**src/rtl/uart_crlf_line_assembler_queue_macros.svh**
```systemverilog
// ----------------------------------------------------------------------------
// uart_crlf_line_assembler_queue_macros
// Assertion macros for the CRLF line assembler queue.
// ----------------------------------------------------------------------------
`ifndef UART_CRLF_LINE_ASSEMBLER_QUEUE_MACROS_SVH
`define UART_CRLF_LINE_ASSEMBLER_QUEUE_MACROS_SVH

`ifndef SYNTHESIS

`define UCLQ_ASSERT_IMP(label, clk, rst_n, ante, cons, msg) \
  label: assert property (@(posedge clk) disable iff (!rst_n) (ante) |-> (cons)) \
    else $error(msg);

`define UCLQ_ASSERT_NXT(label, clk, rst_n, ante, cons, msg) \
  label: assert property (@(posedge clk) disable iff (!rst_n) (ante) |=> (cons)) \
    else $error(msg);

`else

`define UCLQ_ASSERT_IMP(label, clk, rst_n, ante, cons, msg)

`define UCLQ_ASSERT_NXT(label, clk, rst_n, ante, cons, msg)

`endif

`endif

```
**src/rtl/uclq_pkg.sv**
```systemverilog
// ----------------------------------------------------------------------------
// uclq_pkg
// Constants and types for the CRLF line assembler queue.
// ----------------------------------------------------------------------------
`default_nettype none

package uclq_pkg;

  localparam int LINE_BYTES  = 64;
  localparam int QUEUE_LINES = 8;

  // One spare row holds the line under assembly.
  localparam int ROWS      = QUEUE_LINES + 1;
  localparam int ROW_W     = $clog2(ROWS);
  localparam int CNT_W     = $clog2(LINE_BYTES);
  localparam int MEM_DEPTH = ROWS << CNT_W;

  localparam logic [7:0] ERR_MASK = 8'h18;
  localparam logic [7:0] CH_LF    = 8'h0A;
  localparam logic [7:0] CH_CR    = 8'h0D;

  typedef enum logic [1:0] {
    OP_RX    = 2'd0,
    OP_READ  = 2'd1,
    OP_CLEAR = 2'd2,
    OP_NOP   = 2'd3
  } uclq_op_t;

endpackage

`default_nettype wire

```
**src/rtl/uart_crlf_line_assembler_queue.sv**
```systemverilog
// ----------------------------------------------------------------------------
// uart_crlf_line_assembler_queue
// Assembles received UART bytes into lines, ended by CRLF or on overflow,
// kept in a history queue; lines are read byte by byte, measured or cleared.
// ----------------------------------------------------------------------------
// Usage:
//   A request is taken at a rising edge with start high and busy low; busy
//   stays low, so a request may be issued every cycle. in_opcode selects a
//   received byte (with its error flags), a read of in_slot/in_position, a
//   clear of in_slot, or no operation.
//   Every request gives exactly one result in the next cycle, marked by
//   out_valid for a single cycle: throughput one request per cycle; the
//   result is registered, as is the read port of the line memory.
//   Line bytes are written straight into a spare row of the line memory, so a
//   finished line is pushed by moving the newest pointer and writing its
//   length; no copy is done.
//   The receiver cannot stall; results must be taken as they come.
//   Reset clears the assembly count, the newest pointer and all line lengths;
//   the line memory itself is not cleared and needs no clearing pass.
// ----------------------------------------------------------------------------
`default_nettype none
`include "uart_crlf_line_assembler_queue_macros.svh"

module uart_crlf_line_assembler_queue
  import uclq_pkg::*;
(
  input  wire logic       clk,
  input  wire logic       rst_n,
  input  wire logic       start,
  output logic            busy,
  input  wire logic [1:0] in_opcode,
  input  wire logic [7:0] in_rx_byte,
  input  wire logic       in_frame_error,
  input  wire logic       in_overrun_error,
  input  wire logic [2:0] in_slot,
  input  wire logic [5:0] in_position,
  output logic            out_valid,
  output logic            out_line_pushed,
  output logic [5:0]      out_pushed_length,
  output logic [7:0]      out_read_byte,
  output logic [5:0]      out_slot_length
);

  logic [7:0]       mem [MEM_DEPTH];
  logic [CNT_W-1:0] len_r [ROWS];

  logic [CNT_W-1:0] count_r, count_nxt;
  logic [ROW_W-1:0] np_r, np_nxt;
  logic [CNT_W-1:0] fz_r, fz_nxt;
  logic             fz_valid_r, fz_valid_nxt;
  logic             last_cr_r, last_cr_nxt;

  logic             out_valid_r;
  logic             line_pushed_r;
  logic [5:0]       pushed_len_r;
  logic             rd_hit_r;
  logic [7:0]       rd_data_r;
  logic [5:0]       slot_len_r;

  logic             accept;
  uclq_op_t         op;
  logic [7:0]       status;
  logic             rx_err;
  logic             crlf;
  logic             overflow;
  logic             push;
  logic             mem_we;
  logic             clr;
  logic [ROW_W-1:0] asm_row;
  logic [ROW_W:0]   esum;
  logic [ROW_W-1:0] ent;
  logic             slot_ok;
  logic [CNT_W-1:0] slot_len;
  logic             rd_hit;
  logic [CNT_W-1:0] keep;
  logic [CNT_W-1:0] push_len;
  logic [CNT_W-1:0] rd_col;

  assign busy   = 1'b0;
  assign accept = start && !busy;
  assign op     = uclq_op_t'(in_opcode);

  assign asm_row = (np_r == '0) ? ROW_W'(ROWS - 1) : np_r - 1'b1;
  assign esum    = {1'b0, np_r} + (ROW_W + 1)'(in_slot);
  assign ent     = (esum >= (ROW_W + 1)'(ROWS)) ? ROW_W'(esum - (ROW_W + 1)'(ROWS))
                                                : esum[ROW_W-1:0];
  assign slot_ok  = {3'b000, in_slot} < 6'(QUEUE_LINES);
  assign slot_len = len_r[ent];
  assign rd_hit   = (9'(in_position) < 9'(slot_len)) &&
                    (9'(in_position) < 9'(LINE_BYTES));
  assign rd_col   = CNT_W'(in_position);

  assign status   = {3'b000, in_frame_error, in_overrun_error, 3'b000};
  assign rx_err   = |(status & ERR_MASK);
  assign overflow = count_r >= CNT_W'(LINE_BYTES - 1);
  assign crlf     = (in_rx_byte == CH_LF) && (count_r != '0) && last_cr_r;
  assign keep     = count_r - 1'b1;
  assign push_len = (fz_valid_r && (fz_r < keep)) ? fz_r : keep;

  always_comb begin
    count_nxt    = count_r;
    np_nxt       = np_r;
    fz_nxt       = fz_r;
    fz_valid_nxt = fz_valid_r;
    last_cr_nxt  = last_cr_r;
    push         = 1'b0;
    mem_we       = 1'b0;
    clr          = 1'b0;
    if (accept) begin
      case (op)
        OP_RX: begin
          if (!rx_err) begin
            if (overflow || crlf) begin
              push         = 1'b1;
              np_nxt       = asm_row;
              count_nxt    = '0;
              fz_valid_nxt = 1'b0;
              last_cr_nxt  = 1'b0;
            end else begin
              mem_we      = 1'b1;
              count_nxt   = count_r + 1'b1;
              last_cr_nxt = (in_rx_byte == CH_CR);
              if (!fz_valid_r && (in_rx_byte == 8'h00)) begin
                fz_nxt       = count_r;
                fz_valid_nxt = 1'b1;
              end
            end
          end
        end
        OP_CLEAR: begin
          clr = slot_ok;
        end
        default: begin
        end
      endcase
    end
  end

  always_ff @(posedge clk) begin
    if (!rst_n) begin
      count_r     <= '0;
      np_r        <= '0;
      fz_r        <= '0;
      fz_valid_r  <= 1'b0;
      last_cr_r   <= 1'b0;
      out_valid_r <= 1'b0;
      for (int i = 0; i < ROWS; i++) begin
        len_r[i] <= '0;
      end
    end else begin
      count_r     <= count_nxt;
      np_r        <= np_nxt;
      fz_r        <= fz_nxt;
      fz_valid_r  <= fz_valid_nxt;
      last_cr_r   <= last_cr_nxt;
      out_valid_r <= accept;
      if (push) begin
        len_r[asm_row] <= push_len;
      end else if (clr) begin
        len_r[ent] <= '0;
      end
    end
  end

  // line memory: one write port for assembly, one registered read port
  always_ff @(posedge clk) begin
    if (mem_we) begin
      mem[{asm_row, count_r}] <= in_rx_byte;
    end
    if (accept) begin
      rd_data_r <= mem[{ent, rd_col}];
    end
  end

  always_ff @(posedge clk) begin
    if (accept) begin
      line_pushed_r <= push;
      pushed_len_r  <= push ? 6'(push_len) : 6'd0;
      rd_hit_r      <= (op == OP_READ) && slot_ok && rd_hit;
      slot_len_r    <= ((op == OP_READ) && slot_ok) ? 6'(slot_len) : 6'd0;
    end
  end

  assign out_valid         = out_valid_r;
  assign out_line_pushed   = line_pushed_r;
  assign out_pushed_length = pushed_len_r;
  assign out_read_byte     = rd_hit_r ? rd_data_r : 8'h00;
  assign out_slot_length   = slot_len_r;

  `UCLQ_ASSERT_NXT(a_result_follows, clk, rst_n, start && !busy, out_valid, "missing result")
  `UCLQ_ASSERT_IMP(a_push_empties, clk, rst_n, out_valid && out_line_pushed, count_r == '0, "assembly not emptied after push")
  `UCLQ_ASSERT_IMP(a_zero_in_line, clk, rst_n, fz_valid_r, fz_r < count_r, "zero mark beyond assembly count")
  `UCLQ_ASSERT_IMP(a_cr_needs_data, clk, rst_n, last_cr_r, count_r != '0, "CR flag on empty assembly")
  `UCLQ_ASSERT_IMP(a_ptr_range, clk, rst_n, out_valid, {1'b0, np_r} < (ROW_W + 1)'(ROWS), "newest pointer out of range")

endmodule

`default_nettype wire
```
**config.mk**
```make
export PLATFORM = sky130hd
export DESIGN_NAME = uart_crlf_line_assembler_queue
export DESIGN_NICKNAME = d
export VERILOG_FILES = /design/src/rtl/uclq_pkg.sv /design/src/rtl/uart_crlf_line_assembler_queue.sv
export VERILOG_INCLUDE_DIRS = /design/src /design/src/rtl
export SDC_FILE = /design/constraint.sdc
export NUM_CORES = 2
export LEC_CHECK = 0
export BUFFER_PORTS_ARGS = -buffer_cell sky130_fd_sc_hd__buf_2
export CORE_MARGIN = 2
export CORE_UTILIZATION = 50
export DETAILED_ROUTE_END_ITERATION = 10
export PLACE_DENSITY = 0.68
export SLEW_MARGIN = 20
export SYNTH_ARGS = -nofsm -noshare
export SYNTH_HDL_FRONTEND = slang
export SYNTH_MEMORY_MAX_BITS = 65536
export SYNTH_SLANG_ARGS = --single-unit
```
**constraint.sdc**
```tcl
create_clock -name clk -period 7.77 [get_ports clk]
set_clock_uncertainty 0.05 [all_clocks]
set_input_delay 1.554 -clock clk [delete_from_list [all_inputs] [get_ports clk]]
set_output_delay 1.554 -clock clk [all_outputs]
set_load 0.05 [all_outputs]
```
==> reports/results.ini <==
[setup_path]
reg2reg_slack_ns=1.50
crit_end=rd_data_r[3]
critical_path_class=register to register
ff2ff_path_depth=13
crit_fanout=25
rr_startpoint=np_r[0]
crit_path_start_kind=register
r2r-end=rd_data_r[3]
arrival_ns=7.09
cp_data_required_time_ns=8.59
worstSetupStartpoint=np_r[0]
end_kind=register

[grt]
grt_antenna_before_repair=20
track_usage_pct=25.5
grt_first_pass_wirelength_um=679000
grt_pass1_vias=89581
grt_start_max_net_pins=207
grt_overflow=0

[timing]
rsz0062_at_grt=false
maxSlewHeadroom_pct=19.4
setup_ws_ns=1.50
tns_ns=0
period_needed_ns=6.27
whs_ns=0.436
fin_crit_sh_pct=80.8
max_freq_mhz=159
finalSetupViolations=0
finalMaxSlewViolations=0
finalHoldViolCount=0
tightestPinTransition_ns=1.20

[yosys]
synth_cell_type_count=76
synth_common_cells=edfxtp_1 (4,726), mux4_2 (1,338), nor2_1 (711)
async_flop_share_pct=0
yosys_warnings=0
yosys-top-cells-area=edfxtp_1 (77%), mux4_2 (16%), nor2_1 (1.4%)
syn-mean-instance-area_um2=22.1
syn_inst=8386
synth.most_common_cell=edfxtp_1
synthesis.area_um2=185000
synth.yosys.seq_area_share_pct=76.9
synth-main-ff-cell=edfxtp_1
netlist.area_leader.share_pct=76.7
synth_top_area_cell=edfxtp_1
ys_seq_elements=4745
synth_edf_count=4726

[floorplanning]
core-area_um2=369000
boundaryPins=47
die_x_um=613
die_h_um=613
die_area_um2=375000
rows=223
start_util_pct=50.2

[power_and_ir_drop]
switching_share_pct=21.1
p_int_w=0.0415
clkPwrFrac_pct=41.5
power_frac_comb_pct=4.9
peakVddDrop_v=0.000196
seq_power_share_pct=53.6
power_density_nw_per_um2=255
p_sw_w=0.0111
leakagePower_nw=63.9

[cells_and_area]
fin_nets=8769
stdcell_count=14073
area_growth_syn_to_layout_pct=11.7
finish.utilization_pct=56.1
drive_gt1_share_pct=26.0

[cts]
clk_pin_slew_worst_paths_ns=0.07
clock_latency_ns=0.99
cts_hold_buf=0
h-tree-depth=5
post-cts-setup-buffers=0
root_buffer=clkbuf_16
tritoncts=yes
cts_buffers=459
cts.sinks=4745
clockBufferDepth=4
cts_resized=0

[drt]
vias_per_cell=6.42
via_count=90362
first_pass_iters=6
ant_nets=0
drc=0
initialDrtViolationCount=13061
post_drt_wl_per_cell_um=34.1
wirelength_um=479000

[placed_design]
pre_cts_ws_ns=0.560
port_buffers=45
place.gp.congestion=0.918
hpwl_um=294000
dp_cells=13210

[worst_hold_path]
hp-class=register to register
hold_depth=2

[outcome]
status=complete, no violations

[run]
max_cap_violations=0

## stage by stage
stage / area, µm² / total power, W
final: 207000 / 0.0527
after global routing: 207000 / 0.0539
after CTS: 207000 / 0.0528
after detailed placement: 192000 / 0.0313
after global placement: 192000 / 0.0313
after floorplan: 185000 / 0.0301
## registers in the layout, indices dropped and copies added, names as in the netlist
name,cells
fz_r,6
rd_hit_r,1
fz_valid_r,1
len_r,96
mem,4608
out_pushed_length,6
out_slot_length,6
out_line_pushed,1
out_valid,1
rd_data_r,8
count_r,6
last_cr_r,1
np_r,4
## final cells by class
class | count | area, µm²
Tap cell | 4950 | 6190
Clock buffer | 561 | 12100
Fill cell | 26731 | 162000
Multi-Input combinational cell | 3185 | 40700
Antenna cell | 20 | 50.0
Timing Repair Buffer | 315 | 2870
Inverter | 19 | 83.8
Clock inverter | 278 | 2540
Sequential cell | 4745 | 142000
## worst min-delay path by stage
| stage | start | to |
|---|---|---|
| floorplan | fz_valid_r | fz_valid_r |
| global placement | last_cr_r | last_cr_r |
| detailed placement | fz_valid_r | fz_valid_r |
| CTS | fz_valid_r | fz_valid_r |
| global route | fz_valid_r | fz_valid_r |
| finish | fz_valid_r | fz_valid_r |
## cells in the final DEF, fill, tap and decap left out, drive strengths merged, types with 8 or more instances in the layout
master,n
inv,25
a31oi,22
nor4,11
nor2b,34
nand2,192
or3,8
a32oi,14
a22o,13
o22ai,55
nor3b,12
clkinvlp,15
mux4,1338
diode,20
a211oi,51
nand2b,12
mux2i,183
edfxtp,4726
o221ai,9
and2,20
conb,73
dfxtp,19
mux2,13
and3,23
a22oi,60
clkbuf,562
ha,19
o211ai,19
clkinv,216
o21ai,63
a221oi,13
bufinv,41
buf,314
nor2,712
nand4,15
or2,10
a21oi,55
nor3,31
nand3,30
## power by group through the flow
stage / registers, W / clock network (W) / logic (W)
4_1_cts: 0.0282 / 0.0220 / 0.00257
2_1_floorplan: 0.0288 / 0 / 0.00138
6_report: 0.0282 / 0.0218 / 0.00260
5_1_grt: 0.0282 / 0.0230 / 0.00269
3_3_place_gp: 0.0288 / 0 / 0.00252
3_5_place_dp: 0.0288 / 0 / 0.00257
## routing by layer
| metal | up-vias | global-route usage [%] | share of wire, % |
|---|---|---|---|
| met5 | - | 0 | 0.0069 |
| met4 | 6 | 8.65 | 3.8 |
| met3 | 895 | 5.78 | 11 |
| met2 | 5224 | 40.4 | 48 |
| met1 | 48337 | 35.4 | 38 |
| li1 | 35900 | - | - |
## logic make-up (layout without fill, tap and decap cells)
family	Yosys count	count (layout)	share of synthesized area, %
other	1	93	0.00203
multiplexers	1534	1534	17.3
AO/OA/AOI/OAI	420	420	1.57
XOR/XNOR	14	14	0.0764
AND/OR/NAND/NOR	1124	1124	2.57
adder cells (fa/ha/maj)	20	20	0.139
buffers and inverters	528	1173	1.44
flip-flops	4745	4745	76.9
## critical path, cell delays in order (launching register included)
cell,delay (ns)
dfxtp_1,0.60
ha_1,0.39
fa_1,0.57
inv_1,0.10
ha_1,0.21
or3_1,0.33
a211oi_1,0.60
nor4_2,0.18
nor2_4,0.56
buf_4,0.44
nand4_1,0.67
a21oi_1,0.99
nor4_2,0.26
nand4_1,0.17
No activity file was read; power rests on OpenSTA's default activity.
